$ cat config.mk
export PLATFORM = sky130hd
export DESIGN_NAME = circular_deque
export DESIGN_NICKNAME = d
export VERILOG_FILES = /design/src/cdq_pkg.sv /design/src/circular_deque.sv /design/src/cdq_ram.sv /design/src/cdq_dpath.sv /design/src/cdq_ctrl.sv
export SDC_FILE = /design/constraint.sdc
export NUM_CORES = 1
export LEC_CHECK = 0
export BUFFER_PORTS_ARGS = -buffer_cell sky130_fd_sc_hd__buf_2
export CORE_MARGIN = 10
export CORE_UTILIZATION = 45
export CTS_CLUSTER_SIZE = 14
export DETAILED_ROUTE_END_ITERATION = 10
export SLEW_MARGIN = 25
export SYNTH_ARGS = -nofsm -noshare
export SYNTH_HDL_FRONTEND = slang
export SYNTH_HIERARCHICAL = 1
export SYNTH_SLANG_ARGS = --single-unit
$ cat constraint.sdc
create_clock -name i_clk -period 7.4 [get_ports i_clk]
set_input_delay 0.37 -clock i_clk [delete_from_list [all_inputs] [get_ports i_clk]]
set_output_delay 0.37 -clock i_clk [all_outputs]
set_load 0.005 [all_outputs]
$ cat src/cdq_pkg.sv
// Shared types and constants for the circular double-ended queue.
package cdq_pkg;

    // Default number of entries in the store
    localparam int DEPTH_DEFAULT = 16;
    // Width of one stored value
    localparam int DATA_W = 32;

    // Command codes carried by an input transfer
    typedef enum logic [1:0] {
        CMD_PUSH_FRONT = 2'd0,
        CMD_PUSH_BACK  = 2'd1,
        CMD_POP_FRONT  = 2'd2,
        CMD_POP_BACK   = 2'd3
    } t_cmd;

    // Result status codes
    typedef enum logic [1:0] {
        ST_DONE  = 2'd0,
        ST_FULL  = 2'd1,
        ST_EMPTY = 2'd2
    } t_status;

    // Controller to datapath commands
    typedef struct packed {
        logic load_in;   // capture the accepted input transfer
        logic exec;      // apply the captured command to the queue state
        logic read_out;  // move the popped word into the output register
    } t_dp_cmd;

    // Datapath to controller status
    typedef struct packed {
        logic pop_ok;    // captured command is a pop that will succeed
        logic out_free;  // output register can take a new result this cycle
    } t_dp_sts;

endpackage

$ cat src/circular_deque.sv
// Top level of the circular double-ended queue.
//
//  channel | valid    | stall    | payload
//  --------+----------+----------+---------------------------------------------
//  input   | i_valid  | o_stall  | i_cmd, i_push_value
//  output  | o_valid  | i_stall  | o_pop_value, o_status, o_is_full, o_is_empty
//
// A push or a rejected command is executed in S_EXEC, which loads its result into
// the output register; a successful pop adds a registered read of the store (S_READ).
// A new command is taken while the previous result still waits in the output
// register; it completes up to the point where it needs that register.
// Reset (synchronous, active low) empties the queue; the store is not cleared.
// A stalled output holds its result, and the command behind it waits.
module circular_deque #(
    parameter int DEPTH = cdq_pkg::DEPTH_DEFAULT
) (
    input  logic                              i_clk,
    input  logic                              i_rst_n,
    input  logic                              i_valid,
    output logic                              o_stall,
    input  cdq_pkg::t_cmd                     i_cmd,
    input  logic signed [cdq_pkg::DATA_W-1:0] i_push_value,
    output logic                              o_valid,
    input  logic                              i_stall,
    output logic signed [cdq_pkg::DATA_W-1:0] o_pop_value,
    output cdq_pkg::t_status                  o_status,
    output logic                              o_is_full,
    output logic                              o_is_empty
);

    cdq_pkg::t_dp_cmd ctl;
    cdq_pkg::t_dp_sts sts;

    // Command sequencing
    cdq_ctrl u_ctrl (
        .i_clk   (i_clk),
        .i_rst_n (i_rst_n),
        .i_valid (i_valid),
        .o_stall (o_stall),
        .i_sts   (sts),
        .o_ctl   (ctl)
    );

    // Queue state, store and result register
    cdq_dpath #(
        .DEPTH (DEPTH)
    ) u_dpath (
        .i_clk        (i_clk),
        .i_rst_n      (i_rst_n),
        .i_cmd        (i_cmd),
        .i_push_value (i_push_value),
        .i_stall      (i_stall),
        .i_ctl        (ctl),
        .o_sts        (sts),
        .o_valid      (o_valid),
        .o_pop_value  (o_pop_value),
        .o_status     (o_status),
        .o_is_full    (o_is_full),
        .o_is_empty   (o_is_empty)
    );

endmodule

$ cat src/cdq_ram.sv
// Generic single-write, single-read RAM with registered read data.
module cdq_ram #(
    parameter int WIDTH = 32,
    parameter int DEPTH = 16
) (
    input  logic                     i_clk,
    input  logic                     i_we,
    input  logic [$clog2(DEPTH)-1:0] i_waddr,
    input  logic [WIDTH-1:0]         i_wdata,
    input  logic                     i_re,
    input  logic [$clog2(DEPTH)-1:0] i_raddr,
    output logic [WIDTH-1:0]         o_rdata
);

    logic [WIDTH-1:0] r_mem [DEPTH];
    logic [WIDTH-1:0] r_rdata;

    // Write port
    always_ff @(posedge i_clk) begin
        if (i_we) begin
            r_mem[i_waddr] <= i_wdata;
        end
    end

    // Registered read port, holds its data between reads
    always_ff @(posedge i_clk) begin
        if (i_re) begin
            r_rdata <= r_mem[i_raddr];
        end
    end

    assign o_rdata = r_rdata;

endmodule

$ cat src/cdq_dpath.sv
// Datapath: input capture, head/tail/occupancy registers, store and output register.
module cdq_dpath #(
    parameter int DEPTH = cdq_pkg::DEPTH_DEFAULT
) (
    input  logic                              i_clk,
    input  logic                              i_rst_n,
    input  cdq_pkg::t_cmd                     i_cmd,
    input  logic signed [cdq_pkg::DATA_W-1:0] i_push_value,
    input  logic                              i_stall,
    input  cdq_pkg::t_dp_cmd                  i_ctl,
    output cdq_pkg::t_dp_sts                  o_sts,
    output logic                              o_valid,
    output logic signed [cdq_pkg::DATA_W-1:0] o_pop_value,
    output cdq_pkg::t_status                  o_status,
    output logic                              o_is_full,
    output logic                              o_is_empty
);

    localparam int AW = $clog2(DEPTH);
    localparam int OW = $clog2(DEPTH + 1);
    localparam logic [AW-1:0] LAST_IDX = AW'(DEPTH - 1);
    localparam logic [OW-1:0] FULL_OCC = OW'(DEPTH);

    // Captured command
    cdq_pkg::t_cmd               r_cmd;
    logic [cdq_pkg::DATA_W-1:0]  r_value;

    // Queue state
    logic [AW-1:0] r_head, n_head;
    logic [AW-1:0] r_tail, n_tail;
    logic [OW-1:0] r_occ,  n_occ;

    // Output register
    logic                               r_out_valid;
    logic signed [cdq_pkg::DATA_W-1:0]  r_pop_value, n_pop_value;
    cdq_pkg::t_status                   r_status, n_status;
    logic                               r_full, n_full;
    logic                               r_empty, n_empty;
    logic                               out_load;

    // Store access
    logic                        ram_we;
    logic [AW-1:0]               ram_waddr;
    logic                        ram_re;
    logic [AW-1:0]               ram_raddr;
    logic [cdq_pkg::DATA_W-1:0]  ram_rdata;

    logic is_push;
    logic is_front;
    logic q_full;
    logic q_empty;
    logic push_ok;
    logic pop_ok;
    logic out_free;

    // Command decode against current state
    assign is_push  = (r_cmd == cdq_pkg::CMD_PUSH_FRONT) || (r_cmd == cdq_pkg::CMD_PUSH_BACK);
    assign is_front = (r_cmd == cdq_pkg::CMD_PUSH_FRONT) || (r_cmd == cdq_pkg::CMD_POP_FRONT);
    assign q_full   = (r_occ == FULL_OCC);
    assign q_empty  = (r_occ == '0);
    assign push_ok  = is_push && !q_full;
    assign pop_ok   = !is_push && !q_empty;
    assign out_free = !r_out_valid || !i_stall;

    assign o_sts.pop_ok   = pop_ok;
    assign o_sts.out_free = out_free;

    // Capture the accepted transfer
    always_ff @(posedge i_clk) begin
        if (!i_rst_n) begin
            r_cmd <= cdq_pkg::CMD_PUSH_FRONT;
        end else if (i_ctl.load_in) begin
            r_cmd <= i_cmd;
        end
    end

    always_ff @(posedge i_clk) begin
        if (i_ctl.load_in) begin
            r_value <= i_push_value;
        end
    end

    // Next pointers, occupancy and store access
    always_comb begin
        n_head    = r_head;
        n_tail    = r_tail;
        n_occ     = r_occ;
        ram_we    = 1'b0;
        ram_waddr = '0;
        ram_re    = 1'b0;
        ram_raddr = is_front ? r_head : r_tail;
        if (i_ctl.exec) begin
            if (push_ok) begin
                ram_we = 1'b1;
                n_occ  = r_occ + OW'(1);
                if (q_empty) begin
                    n_head    = '0;
                    n_tail    = '0;
                    ram_waddr = '0;
                end else if (is_front) begin
                    n_head    = (r_head == '0) ? LAST_IDX : r_head - AW'(1);
                    ram_waddr = n_head;
                end else begin
                    n_tail    = (r_tail == LAST_IDX) ? '0 : r_tail + AW'(1);
                    ram_waddr = n_tail;
                end
            end else if (pop_ok) begin
                ram_re = 1'b1;
                n_occ  = r_occ - OW'(1);
                if (is_front) begin
                    n_head = (r_head == LAST_IDX) ? '0 : r_head + AW'(1);
                end else begin
                    n_tail = (r_tail == '0) ? LAST_IDX : r_tail - AW'(1);
                end
                // last entry gone: both indices return to slot 0
                if (n_occ == '0) begin
                    n_head = '0;
                    n_tail = '0;
                end
            end
        end
    end

    always_ff @(posedge i_clk) begin
        if (!i_rst_n) begin
            r_head <= '0;
            r_tail <= '0;
            r_occ  <= '0;
        end else begin
            r_head <= n_head;
            r_tail <= n_tail;
            r_occ  <= n_occ;
        end
    end

    // Entry store
    cdq_ram #(
        .WIDTH (cdq_pkg::DATA_W),
        .DEPTH (DEPTH)
    ) u_ram (
        .i_clk   (i_clk),
        .i_we    (ram_we),
        .i_waddr (ram_waddr),
        .i_wdata (r_value),
        .i_re    (ram_re),
        .i_raddr (ram_raddr),
        .o_rdata (ram_rdata)
    );

    // Result selection: pushes and rejects finish at exec, pops after the read
    always_comb begin
        out_load    = 1'b0;
        n_pop_value = '0;
        n_status    = cdq_pkg::ST_DONE;
        n_full      = (n_occ == FULL_OCC);
        n_empty     = (n_occ == '0);
        if (i_ctl.read_out) begin
            out_load    = 1'b1;
            n_pop_value = $signed(ram_rdata);
            n_full      = q_full;
            n_empty     = q_empty;
        end else if (i_ctl.exec && !pop_ok) begin
            out_load = 1'b1;
            if (is_push) begin
                n_status = q_full ? cdq_pkg::ST_FULL : cdq_pkg::ST_DONE;
            end else begin
                n_status = cdq_pkg::ST_EMPTY;
            end
        end
    end

    // Output register and its valid flag
    always_ff @(posedge i_clk) begin
        if (!i_rst_n) begin
            r_out_valid <= 1'b0;
        end else if (out_load) begin
            r_out_valid <= 1'b1;
        end else if (!i_stall) begin
            r_out_valid <= 1'b0;
        end
    end

    always_ff @(posedge i_clk) begin
        if (out_load) begin
            r_pop_value <= n_pop_value;
            r_status    <= n_status;
            r_full      <= n_full;
            r_empty     <= n_empty;
        end
    end

    assign o_valid     = r_out_valid;
    assign o_pop_value = r_pop_value;
    assign o_status    = r_status;
    assign o_is_full   = r_full;
    assign o_is_empty  = r_empty;

endmodule

$ cat src/cdq_ctrl.sv
// Controller: sequences capture, execute and read-back for one command.
module cdq_ctrl (
    input  logic             i_clk,
    input  logic             i_rst_n,
    input  logic             i_valid,
    output logic             o_stall,
    input  cdq_pkg::t_dp_sts i_sts,
    output cdq_pkg::t_dp_cmd o_ctl
);

    typedef enum logic [2:0] {
        S_IDLE = 3'b001,
        S_EXEC = 3'b010,
        S_READ = 3'b100
    } t_state;

    t_state r_state, n_state;

    // Next state and datapath commands
    always_comb begin
        n_state        = r_state;
        o_ctl.load_in  = 1'b0;
        o_ctl.exec     = 1'b0;
        o_ctl.read_out = 1'b0;
        unique case (r_state)
            S_IDLE: begin
                if (i_valid) begin
                    o_ctl.load_in = 1'b1;
                    n_state       = S_EXEC;
                end
            end
            S_EXEC: begin
                // a pop starts its read at once; others wait for the output slot
                if (i_sts.pop_ok) begin
                    o_ctl.exec = 1'b1;
                    n_state    = S_READ;
                end else if (i_sts.out_free) begin
                    o_ctl.exec = 1'b1;
                    n_state    = S_IDLE;
                end
            end
            S_READ: begin
                if (i_sts.out_free) begin
                    o_ctl.read_out = 1'b1;
                    n_state        = S_IDLE;
                end
            end
            default: begin
                n_state = S_IDLE;
            end
        endcase
    end

    always_ff @(posedge i_clk) begin
        if (!i_rst_n) begin
            r_state <= S_IDLE;
        end else begin
            r_state <= n_state;
        end
    end

    assign o_stall = (r_state != S_IDLE);

endmodule
; ---- Yosys cells after proc, flatten, opt, wreduce, memory -nomap -nowiden
; Memory sizes are Yosys's and may differ from the RTL's. A register that Yosys moved wholly into a read port is not among the register bits.
; Cells that the tools add are included.
[op_classes]
n_addsub = 6
eq_ne = 15
n_mux = 49
bitwise = 2
reduce_logical = 24
[ops]
columns = operator, count
row1 = 2-to-1 mux 4 bit, 21
row2 = 2-to-1 mux 1 bit, 20
row3 = logical NOT 5 bit, 3
row4 = 2-to-1 mux 5 bit, 3
row5 = == test 5 bit (second input constant), 2
row6 = 2-to-1 mux 3 bit, 3
row7 = case mux 3 bit (3 select lines), 1
row8 = adder 4 x 1 -> 4 bit (second input constant), 2
row9 = == test 4 bit (second input constant), 2
row10 = logical NOT 4 bit, 2
row11 = AND reduction 4 bit, 2
row12 = subtractor 4 x 1 -> 4 bit (second input constant), 2
row13 = logical NOT 1 bit, 6
row14 = inequality test 3 x 1 -> 1 bit (second input constant), 2
row15 = inequality test 3 bit (second input constant), 2
row16 = adder 5 x 1 -> 5 bit (second input constant), 1
row17 = subtractor 5 x 1 -> 5 bit (second input constant), 1
row18 = == test 3 x 1 -> 1 bit (second input constant), 1
row19 = == test 3 x 2 -> 1 bit (second input constant), 1
row20 = == test 3 bit (second input constant), 1
row21 = logical AND 1 bit, 3
row22 = logical OR 1 bit, 3
row23 = nonzero test 3 bit, 1
row24 = OR reduction 3 bit, 1
row25 = other kinds (9), 10
[word_totals]
reg_bits = 87
ram_bits = 512
memories = 1
[mem_list]
columns = memory, words, word_bits, read_ports, rd_clocked_by_memory_dff, wr, line_no
row1 = u_dpath.u_ram.r_mem, 16, 32, 1, 1, 1, cdq_ram.sv:15  ; logic [WIDTH-1:0] r_mem [DEPTH];

; ---- Logic depth before layout (Yosys ltp)
; Gate-level depths: netlist of run 1.
[depth]
depth_word = 10
mapped_depth = 15

; ---- Hierarchy
; The synthesis of run 1 kept the hierarchy.
[modules_own_cells]
columns = mod, n_inst, cells_each, area_per_inst_um2, seq_area_each_um2
row1 = cdq_ram, 1, 838, 20155.6, 16335.7
row2 = cdq_dpath, 1, 305, 3811.2, 2362.3
row3 = cdq_ctrl, 1, 23, 188.9, 60.1

; ---- Least setup slack after synthesis of run 1
; Ideal clock, no wire load.
[synth_path]
kind = register -> register
from = register u_dpath.r_occ[0]
to = memory u_dpath.u_ram.r_mem[0][0], enable pin
setup_time_ns = 0.461
arrival_time_ns = 4.965
required_time_ns = 6.939
setup_slack_ns = 1.974
path_stages_with_launch = 16
path_buffers = 3
path_cell_list = dfxtp_1 -> buf_6 -> inv_1 -> ha_1 -> nor3b_2 -> nand2_1 -> nand2_1 -> inv_1 -> buf_4 -> nor2_1 -> nor3_1 -> clkbuf_1 -> nand2_1 -> nor2_1 -> or3b_2 -> nor3_1
[synth_lines]
columns = element, line_no
row1 = "start, declared", cdq_dpath.sv:31  ; logic [OW-1:0] r_occ, n_occ;
row2 = "start signal, assigned", cdq_dpath.sv:132  ; r_occ <= n_occ;
row3 = "end, declared", cdq_ram.sv:15

==> flow_summary.html, run 1 <==
<table>
<tr><th>Metric</th><th>Value</th></tr>
<tr><th colspan="2">Timing</th></tr>
<tr><td>Worst hold margin</td><td>~0.06 ns</td></tr>
<tr><td>Post-layout minimum cycle time</td><td>roughly 4.5 ns</td></tr>
<tr><td>Clk_skew</td><td>between 0.02 and 0.025 ns</td></tr>
<tr><td>Final hold violation count</td><td>0</td></tr>
<tr><td>Number of max-slew violations in the final report</td><td>0</td></tr>
<tr><td>Slew @ Worst Pin</td><td>roughly 1.0 ns</td></tr>
<tr><td>Final period utilization</td><td>between 60% and 70%</td></tr>
<tr><td>Unrepaired setup endpoints after global routing</td><td>false</td></tr>
<tr><td>Total of endpoints with negative setup slack in the final report</td><td>0</td></tr>
<tr><td>Total negative slack for setup checks</td><td>0 ns</td></tr>
<tr><td>Peak clock frequency supported by timing</td><td>0.223 GHz</td></tr>
<tr><td>Worst slew margin relative to its limit</td><td>32.8%</td></tr>
<tr><th colspan="2">Clock tree</th></tr>
<tr><td># clock sinks</td><td>approximately 630</td></tr>
<tr><td># Post-CTS Setup Buffers</td><td>0</td></tr>
<tr><td>Longest Clk Path Bufs</td><td>3</td></tr>
<tr><td>Root buffer cell</td><td>clkbuf_16</td></tr>
<tr><td>CTS clock-pin slew for the worst setup and hold paths</td><td>0.06 ns</td></tr>
<tr><td>TritonCTS clock tree</td><td>done</td></tr>
<tr><td>Clk Latency, worst-skew pair</td><td>approximately 0.58 ns</td></tr>
<tr><td>CTS HTree Levels</td><td>3</td></tr>
<tr><td>CTS buffer count</td><td>~70</td></tr>
<tr><th colspan="2">Synthesis</th></tr>
<tr><td>Syn Std Cell Area</td><td>~24000 sq um</td></tr>
<tr><td>#FFs+latches synth</td><td>631</td></tr>
<tr><td>Nets in the synthesized netlist</td><td>approximately 1200</td></tr>
<tr><td>Number of synthesized flops with an enable pin</td><td>a little over 600</td></tr>
<tr><td>Top flip-flop cell by instance count after synthesis</td><td>edfxtp_1</td></tr>
<tr><td>Share of synthesized registers carrying an async set or reset</td><td>0%</td></tr>
<tr><td>Post-Syn Area per Cell</td><td>between 20 and 25 sq um</td></tr>
<tr><td>Number of unique standard cell types used by synthesis</td><td>73</td></tr>
<tr><td>Gate count after technology mapping</td><td>~1200</td></tr>
<tr><td>Sequential-to-total area share from yosys stat</td><td>between 70% and 80%</td></tr>
<tr><td>Synth warn</td><td>6</td></tr>
<tr><th colspan="2">Critical path</th></tr>
<tr><td>Critical Path Sink Type</td><td>flop</td></tr>
<tr><td>Critical Path RT</td><td>around 7.6 ns</td></tr>
<tr><td>Largest driver fanout on the critical path</td><td>19</td></tr>
<tr><td>WS Path Type</td><td>flop to flop</td></tr>
<tr><td>Data arrival, critical path</td><td>~4.7 ns</td></tr>
<tr><td>Worst Setup Start Kind</td><td>flop</td></tr>
<tr><th colspan="2">Routing</th></tr>
<tr><td>Number of remaining DRC errors</td><td>0</td></tr>
<tr><td>Number of antenna-violating nets in the routed design</td><td>0</td></tr>
<tr><td>Detailed-route via count</td><td>approximately 12000</td></tr>
<tr><td>DRT Wirelength</td><td>~51 mm</td></tr>
<tr><td>Number of vias per cell after detailed routing</td><td>about 5.7</td></tr>
<tr><td>Routed len/inst</td><td>24.9 microns</td></tr>
<tr><td>Pre-antenna DRT Iters</td><td>5</td></tr>
<tr><td>Iter 0 DRT Violations</td><td>890</td></tr>
<tr><th colspan="2">Floorplan</th></tr>
<tr><td>Ports placed on the boundary</td><td>76</td></tr>
<tr><td>Initial core utilization</td><td>45.7%</td></tr>
<tr><td>Die H</td><td>252 microns</td></tr>
<tr><td>Core Region</td><td>around 53000 sq um</td></tr>
<tr><td>Horizontal die dimension</td><td>around 250 microns</td></tr>
<tr><td>Overall die area</td><td>63300 sq um</td></tr>
<tr><td>Count of standard-cell rows</td><td>between 80 and 90</td></tr>
<tr><th colspan="2">GRT</th></tr>
<tr><td>Number of antenna violations at the first check in global routing</td><td>1</td></tr>
<tr><td>First-pass GRT wire length</td><td>77.2 mm</td></tr>
<tr><td>Total grt overflow</td><td>0</td></tr>
<tr><td>Number of global-route vias before repair</td><td>12098</td></tr>
<tr><td>Global routing usage summed across all routing layers</td><td>roughly 16%</td></tr>
<tr><td>Largest net degree at the start of global routing</td><td>around 70</td></tr>
<tr><th colspan="2">Layout</th></tr>
<tr><td>Cell Count, Final, Fillers Out</td><td>just over 2000</td></tr>
<tr><td>Share of post-route cells with drive strength above 1</td><td>around 27%</td></tr>
<tr><td>Synth-to-Final Area Change</td><td>15.9%</td></tr>
<tr><td>Count of antenna diodes in the layout</td><td>0</td></tr>
<tr><td>Layout net count</td><td>between 1000 and 1500</td></tr>
<tr><th colspan="2">Hold path</th></tr>
<tr><td>Hold crit path type</td><td>input port to flop</td></tr>
<tr><th colspan="2">Power and ir drop</th></tr>
<tr><td>IR drop worst, VDD</td><td>roughly 0.15 mV</td></tr>
<tr><td>P per Cell Area</td><td>262 nW/um^2</td></tr>
<tr><td>Leakage power summed over all cells</td><td>8.86 nW</td></tr>
<tr><th colspan="2">Placed design</th></tr>
<tr><td>GP Congestion</td><td>between 0.7 and 0.8</td></tr>
<tr><td>Port bufs</td><td>between 70 and 80</td></tr>
<tr><td>Post-DP HPWL</td><td>roughly 30 mm</td></tr>
<tr><td>Number of placed instances with taps included</td><td>approximately 1900</td></tr>
<tr><th colspan="2">Run</th></tr>
<tr><td>Count of max-cap constraint violations</td><td>0</td></tr>
<tr><th colspan="2">Run status</th></tr>
<tr><td>Outcome</td><td>completed</td></tr>
</table>
[cells in the mapped netlist (2+ instances only)]
cell | instances | area [sq um]
nor2b_1 | 4 | 25.0
edfxtp_1 | 612 | 18400
a21oi_1 | 16 | 80.1
a211o_1 | 5 | 43.8
xnor2_1 | 2 | 17.5
buf_2 | 12 | 60.1
and2_1 | 36 | 225
buf_4 | 11 | 82.6
nor2_1 | 33 | 124
a31oi_1 | 3 | 18.8
buf_1 | 10 | 37.5
dfxtp_1 | 19 | 380
o21bai_1 | 3 | 22.5
nand3b_1 | 3 | 22.5
nor3_1 | 10 | 50.1
a32oi_1 | 2 | 17.5
xor2_1 | 2 | 17.5
o21ai_0 | 8 | 40.0
o211ai_1 | 2 | 15.0
nand2_1 | 49 | 184
mux2i_1 | 4 | 40.0
o31ai_1 | 2 | 15.0
a22oi_1 | 66 | 495
o22ai_1 | 2 | 12.5
o21a_1 | 2 | 15.0
a211oi_1 | 8 | 60.1
clkbuf_1 | 28 | 105
nand2b_1 | 7 | 43.8
and3_1 | 4 | 25.0
mux4_2 | 128 | 2880
o211a_1 | 2 | 20.0
nand3_1 | 5 | 25.0
inv_1 | 16 | 60.1
a41oi_1 | 3 | 26.3
o21ai_1 | 3 | 15.0
ha_1 | 7 | 87.6
[power by group]
part | internal (mW) | switching (mW)
Clock | 1.80 | 1.31
Combinational | 0.0930 | 0.110
Sequential | 3.95 | 0.0613
Total | 5.85 | 1.48
[repair_timing]
item,4_1_cts,5_1_grt
resized for setup,0,0
hold endpoints to repair,32,0
hold buffers,32,0
setup endpoints to repair,0,0
[worst max-delay path, stage by stage (launching register included)]
cell	delay, ns
dfxtp_1	0.50
inv_1	0.08
ha_1	0.27
nor3b_2	0.19
nand2_1	0.13
nand2_1	0.08
inv_1	0.13
nor2_1	0.06
nor3_1	0.17
buf_4	0.22
nand3_1	0.21
a211oi_2	0.60
nand2_1	0.42
nor2_4	0.61
buf_4	0.44
[through the flow]
stage	setup WS, ns	instance area [sq um]	total power [mW]	util [%]
detailed placement	2.51	25600	4.28	48.5
global route	2.63	28000	7.56	53.0
CTS	2.50	28000	7.41	52.9
global placement	2.71	25400	4.28	48.1
finish	2.91	28000	7.32	53.0
floorplan	1.97	24200	4.19	-
[logic make-up after synthesis]
| logic type | synth area share [%] |
|---|---|
| DFF | 77.7 |
| and+or+nand+nor | 3.64 |
| AOI/OAI and AO/OA | 4.48 |
| muxes | 12.1 |
| buffers and inverters | 1.51 |
| adders and majority gates | 0.363 |
| xor gates and xnor gates | 0.212 |
[layout make-up]
class                      instances  area [sq um]
sequential                       631         18800
multi-input combinational        455          5210
fill                            4137         24900
inverter                          18          68.8
clock inverter                    33           213
timing repair buffer             139          1070
tap                              688           861
clock buffer                      87          1820
[layout by cell type (no fill, tap or decap), drive strengths merged, types with 3 or more instances in the layout]
cell type	instances
a211oi	8
xnor2	3
nor2	34
a211o	5
and2	36
nor3	10
clkbuf	87
o21ai	12
inv	16
clkinv	31
buf	107
o41ai	3
nand2b	8
nor2b	4
a21oi	16
and3	4
nand3b	3
dfxtp	19
o21bai	3
mux4	128
a31oi	3
edfxtp	612
nand3	5
o31ai	3
ha	7
a41oi	3
mux2i	4
a22oi	66
dlygate4sd3	32
nand2	50
[metal layers]
metal / track usage [%] / routed length, microns / vias to the layer above
met5: 0 / 0 / -
met4: 5.40 / 1160 / 0
met3: 2.83 / 2570 / 82
met2: 26.2 / 24800 / 302
met1: 21.9 / 22500 / 6135
li1: - / - / 5105
[flip-flops by register name, summed over array words and instances (netlist names)]
register	flops
u_dpath/o_status	2
u_dpath/o_valid	1
u_dpath/o_is_full	1
u_dpath/r_value	32
u_dpath/r_head	4
u_dpath/o_is_empty	1
u_dpath/u_ram/o_rdata	32
u_dpath/u_ram/r_mem	512
u_ctrl/r_state	3
u_dpath/r_tail	4
u_dpath/r_occ	5
u_dpath/r_cmd	2
u_dpath/o_pop_value	32
[final timing paths]
kind                                       from  cells past startpoint                                   end  slack [ns]
max                 u_dpath/r_occ[0]$_SDFF_PN0_                     14  u_dpath/u_ram/r_mem[3][27]$_DFFE_PP_        2.91
min                                    i_cmd[0]                      3         u_dpath/r_cmd[0]$_SDFFE_PN0P_        0.06
max reg2reg         u_dpath/r_occ[0]$_SDFF_PN0_                     14  u_dpath/u_ram/r_mem[3][27]$_DFFE_PP_        2.91
min reg2reg  u_dpath/u_ram/o_rdata[8]$_DFFE_PP_                      1  u_dpath/o_pop_value[8]$_SDFFCE_PN0P_        0.52
No activity file was read; power rests on OpenSTA's default activity.
==> run 2, diff against run 1 <==
==> constraint.sdc (replaced) <==
create_clock -name i_clk -period 4.3 [get_ports i_clk]
set_input_delay 0.215 -clock i_clk [delete_from_list [all_inputs] [get_ports i_clk]]
set_output_delay 0.215 -clock i_clk [all_outputs]
set_load 0.005 [all_outputs]
==> run 2 against run 1 <==
Against the previous run: via count grew 2.6%; first-iteration DRC count grew 33%; register-to-register slack lost 2.5 ns; clock power grew 73%; global-route usage grew 0.74 points; setup slack lost 2.5 ns; sequential power grew 73%; wire length grew 3.8%; count of clock-buffer cells in the layout shrank 7; critical path type unchanged; critical endpoint is now u_dpath/u_ram/r_mem[8][5]$_DFFE_PP_; largest cell class unchanged.
==> flow_summary.html, run 2 (synthesized netlist as in run 1, its figures left out) <==
<table>
<tr><th>Metric</th><th>Value</th></tr>
<tr><th colspan="2">Layout</th></tr>
<tr><td>Number of filler cells placed in the layout</td><td>4118 (-0.46%)</td></tr>
<tr><td>Post-route design area</td><td>28100 sq um (+0.41%)</td></tr>
<tr><td>Count of antenna diodes in the layout</td><td>0 (unchanged)</td></tr>
<tr><td>Layout net count</td><td>1367 (+0.66%)</td></tr>
<tr><td>Multi-input logic area</td><td>5230 sq um (+0.29%)</td></tr>
<tr><td>Register with the most flip-flops</td><td>u_dpath/u_ram/r_mem</td></tr>
<tr><td>Area of all sequential standard cells</td><td>18800 sq um (unchanged)</td></tr>
<tr><td>Most frequent standard cell in the layout excluding fill and tap cells</td><td>edfxtp_1</td></tr>
<tr><td>Synth-to-Final Area Change</td><td>16.4%</td></tr>
<tr><td>Max FFs per register</td><td>512 (unchanged)</td></tr>
<tr><td>Share of post-route cells with drive strength above 1</td><td>27.4% (+0.56 points)</td></tr>
<tr><td>Most used cells in the layout excluding fill and tap cells</td><td>edfxtp_1 (612), mux4_2 (128), buf_2 (75), clkbuf_16 (68), a22oi_1 (66)</td></tr>
<tr><th colspan="2">Power and ir drop</th></tr>
<tr><td>P per Cell Area</td><td>451 nW/um^2 (+72%)</td></tr>
<tr><td>Overall Power</td><td>12.7 mW (+73%)</td></tr>
<tr><td>Leakage power summed over all cells</td><td>8.90 nW (+0.39%)</td></tr>
<tr><td>IR drop worst, VDD</td><td>0.255 mV (+71%)</td></tr>
<tr><th colspan="2">Critical path</th></tr>
<tr><td>Critical Path Sink Type</td><td>flop</td></tr>
<tr><td>Count of buffering cells on the critical path with inverters included</td><td>4 (unchanged)</td></tr>
<tr><td>Most common cell type on the critical path</td><td>nand2_1</td></tr>
<tr><td>Cell-by-cell trace of the critical path</td><td>inv_1 -&gt; ha_1 -&gt; nor3b_2 -&gt; nand2_1 -&gt; nand2_1 -&gt; inv_1 -&gt; nor2_1 -&gt; nor3_1 -&gt; buf_4 -&gt; nand2_1 -&gt; nor2_1 -&gt; nand3b_1 -&gt; nor3_4 -&gt; buf_4</td></tr>
<tr><td>Critical Path RT</td><td>4.51 ns (-3.13 ns)</td></tr>
<tr><td>Largest driver fanout on the critical path</td><td>32 (+13)</td></tr>
<tr><td>Max stage delay cell, worst path</td><td>dfxtp_1</td></tr>
<tr><td>WS Path Type</td><td>flop to flop</td></tr>
<tr><td>Max incr delay on CP</td><td>0.51 ns (-0.10 ns)</td></tr>
<tr><td>Setup slack on the worst flop-to-flop path</td><td>0.44 ns (-2.47 ns)</td></tr>
<tr><td>Path depth of the worst reg2reg path</td><td>14 (unchanged)</td></tr>
<tr><td>Reg-to-Reg End</td><td>u_dpath/u_ram/r_mem[8][5]$_DFFE_PP_</td></tr>
<tr><td>Data arrival, critical path</td><td>4.06 ns (-0.66 ns)</td></tr>
<tr><td>Worst Setup Start Kind</td><td>flop</td></tr>
<tr><td>Source of the worst register-to-register timing path</td><td>u_dpath/r_occ[0]$_SDFF_PN0_</td></tr>
<tr><td>Critical Path Source</td><td>u_dpath/r_occ[0]$_SDFF_PN0_</td></tr>
<tr><td>Cell type group with the largest total delay on the critical path</td><td>simple AND/OR/NAND/NOR gates</td></tr>
<tr><th colspan="2">Hold path</th></tr>
<tr><td>Launch point of the worst hold path</td><td>i_valid</td></tr>
<tr><td>Number of cells traversed by the worst hold path</td><td>4 (+1)</td></tr>
<tr><td>Hold crit path type</td><td>input port to flop</td></tr>
<tr><td>End of the worst hold path</td><td>u_ctrl/r_state[1]$_SDFFE_PN0P_</td></tr>
<tr><th colspan="2">Floorplan</th></tr>
<tr><td>Horizontal die dimension</td><td>252 microns (unchanged)</td></tr>
<tr><td>Overall die area</td><td>63300 sq um (unchanged)</td></tr>
<tr><td>Initial core utilization</td><td>45.7% (unchanged)</td></tr>
<tr><td>Ports placed on the boundary</td><td>76 (unchanged)</td></tr>
<tr><td>Core Region</td><td>52900 sq um (unchanged)</td></tr>
<tr><td>Count of standard-cell rows</td><td>84 (unchanged)</td></tr>
<tr><td>Die H</td><td>252 microns (unchanged)</td></tr>
<tr><th colspan="2">Timing</th></tr>
<tr><td>Post-layout minimum cycle time</td><td>3.86 ns (-0.630 ns)</td></tr>
<tr><td>Clk_skew</td><td>0.0235 ns (+0.000106 ns)</td></tr>
<tr><td>Number of max-slew violations in the final report</td><td>0 (unchanged)</td></tr>
<tr><td>Final hold violation count</td><td>0 (unchanged)</td></tr>
<tr><td>Unrepaired setup endpoints after global routing</td><td>false</td></tr>
<tr><td>Worst slew margin relative to its limit</td><td>36.8% (+4.0 points)</td></tr>
<tr><td>Final period utilization</td><td>89.7% (+29 points)</td></tr>
<tr><td>Total of endpoints with negative setup slack in the final report</td><td>0 (unchanged)</td></tr>
<tr><td>Total negative slack for setup checks</td><td>0 ns (unchanged)</td></tr>
<tr><td>PnR worst setup slack</td><td>0.444 ns (-2.47 ns)</td></tr>
<tr><td>Worst hold margin</td><td>0.0887 ns (+0.0271 ns)</td></tr>
<tr><td>Peak clock frequency supported by timing</td><td>0.259 GHz (+16%)</td></tr>
<tr><td>Slew @ Worst Pin</td><td>0.945 ns (-0.0619 ns)</td></tr>
<tr><th colspan="2">Placed design</th></tr>
<tr><td>GP Congestion</td><td>0.789 (-0.18%)</td></tr>
<tr><td>Post-DP HPWL</td><td>31.9 mm (+7.7%)</td></tr>
<tr><td>Port bufs</td><td>75 (unchanged)</td></tr>
<tr><td>Post-DP Area</td><td>25700 sq um (+0.37%)</td></tr>
<tr><td>Minimum setup slack after placement</td><td>0.384 ns (-2.12 ns)</td></tr>
<tr><th colspan="2">Clock tree</th></tr>
<tr><td>Clk Latency, worst-skew pair</td><td>0.59 ns (about the same)</td></tr>
<tr><td>TritonCTS clock tree</td><td>done</td></tr>
<tr><td>Root buffer cell</td><td>clkbuf_16</td></tr>
<tr><td># clock sinks</td><td>631 (unchanged)</td></tr>
<tr><td>Longest Clk Path Bufs</td><td>3 (unchanged)</td></tr>
<tr><td>CTS buffer count</td><td>66 (-2.9%)</td></tr>
<tr><td>CTS HTree Levels</td><td>3 (unchanged)</td></tr>
<tr><td>CTS clock-pin slew for the worst setup and hold paths</td><td>0.06 ns (about the same)</td></tr>
<tr><td>Post-cts gate resize count</td><td>0 (unchanged)</td></tr>
<tr><th colspan="2">Run status</th></tr>
<tr><td>Outcome</td><td>completed</td></tr>
<tr><th colspan="2">GRT</th></tr>
<tr><td>Global routing usage summed across all routing layers</td><td>16.9% (+0.74 points)</td></tr>
<tr><td>Number of global-route vias before repair</td><td>12069 (-0.24%)</td></tr>
<tr><td>First-pass GRT wire length</td><td>79.4 mm (+2.9%)</td></tr>
<tr><td>Total grt overflow</td><td>0 (unchanged)</td></tr>
<tr><td>Number of antenna violations at the first check in global routing</td><td>1 (unchanged)</td></tr>
<tr><td>Largest net degree at the start of global routing</td><td>73 (+5.8%)</td></tr>
<tr><th colspan="2">Routing</th></tr>
<tr><td>Number of vias per cell after detailed routing</td><td>5.80 (+2.4%)</td></tr>
<tr><td>Number of antenna-violating nets in the routed design</td><td>0 (unchanged)</td></tr>
<tr><td>Number of remaining DRC errors</td><td>0 (unchanged)</td></tr>
<tr><td>Routed len/inst</td><td>25.8 microns (+3.6%)</td></tr>
<tr><td>Pre-antenna DRT Iters</td><td>5 (unchanged)</td></tr>
<tr><td>Detailed-route via count</td><td>11930 (+2.6%)</td></tr>
<tr><td>Iter 0 DRT Violations</td><td>1186 (+33%)</td></tr>
<tr><td>DRT Wirelength</td><td>53.0 mm (+3.8%)</td></tr>
<tr><th colspan="2">Run</th></tr>
<tr><td>Count of max-cap constraint violations</td><td>0 (unchanged)</td></tr>
</table>
[run 2: cell types whose count changed in the layout (fill, tap and decap cells not counted), sizes merged]
cell / before / now
buf: 107 / 115
inv: 16 / 18
bufinv: 2 / 4
dlygate4sd3: 32 / 35
clkinv: 31 / 28
clkbuf: 87 / 80
[run 2: area by class of cell]
cell class | instances | share of cell area [%]
tap | 688 | 3.06
multi-input combinational | 455 | 18.6
inverter | 18 | 0.240
clock inverter | 34 | 0.988
sequential | 631 | 66.7
clock buffer | 80 | 6.21
timing repair buffer | 150 | 4.18
[run 2: how the worst max path moves through the flow]
stage / endpoint / slack [ns] / cells past startpoint
after global routing: u_dpath/u_ram/r_mem[12][5]$_DFFE_PP_ / 0.12 / 13
after floorplan: u_dpath/u_ram/r_mem[15][0]$_DFFE_PP_ / -0.55 / 15
after CTS: u_dpath/u_ram/r_mem[4][7]$_DFFE_PP_ / 0.35 / 13
final: u_dpath/u_ram/r_mem[8][5]$_DFFE_PP_ / 0.44 / 14
after global placement: u_dpath/u_ram/r_mem[4][11]$_DFFE_PP_ / 0.54 / 14
after detailed placement: u_dpath/u_ram/r_mem[4][7]$_DFFE_PP_ / 0.38 / 13
[run 2: layer usage]
metal  wire [microns]  up-vias  global-route usage, %
li1                 -     5130                      -
met1            24500     6308                   25.3
met2            23800      411                   24.4
met3             3600       81                   3.68
met4             1110        0                   5.00
met5                0        -                      0
[run 2: per-stage QoR]
stage / util (%) / instances
global route: 53.2 / 2056
CTS: 53.2 / 2055
finish: 53.2 / 2056
global placement: 48.7 / 1906
floorplan: - / 1166
detailed placement: 48.7 / 1906
[run 2: where the power goes]
part | leakage, nW | switching [mW] | internal, mW | total (mW)
Combinational | 2.21 | 0.203 | 0.166 | 0.369
Clock | 0.992 | 2.25 | 3.13 | 5.38
Sequential | 5.69 | 0.124 | 6.80 | 6.93
[run 2: timing repair]
action / 4_1_cts / 5_1_grt
hold buffers: 35 / 0
endpoints found under the setup margin: 0 / 34
buffers inserted: 0 / 1
hold endpoints to repair: 41 / 0
[run 2: tightest hold or removal path, cell delays in order]
cell and delay, ns:
buf_2 0.08, and3b_1 0.15, a31oi_1 0.04, nor3_1 0.11
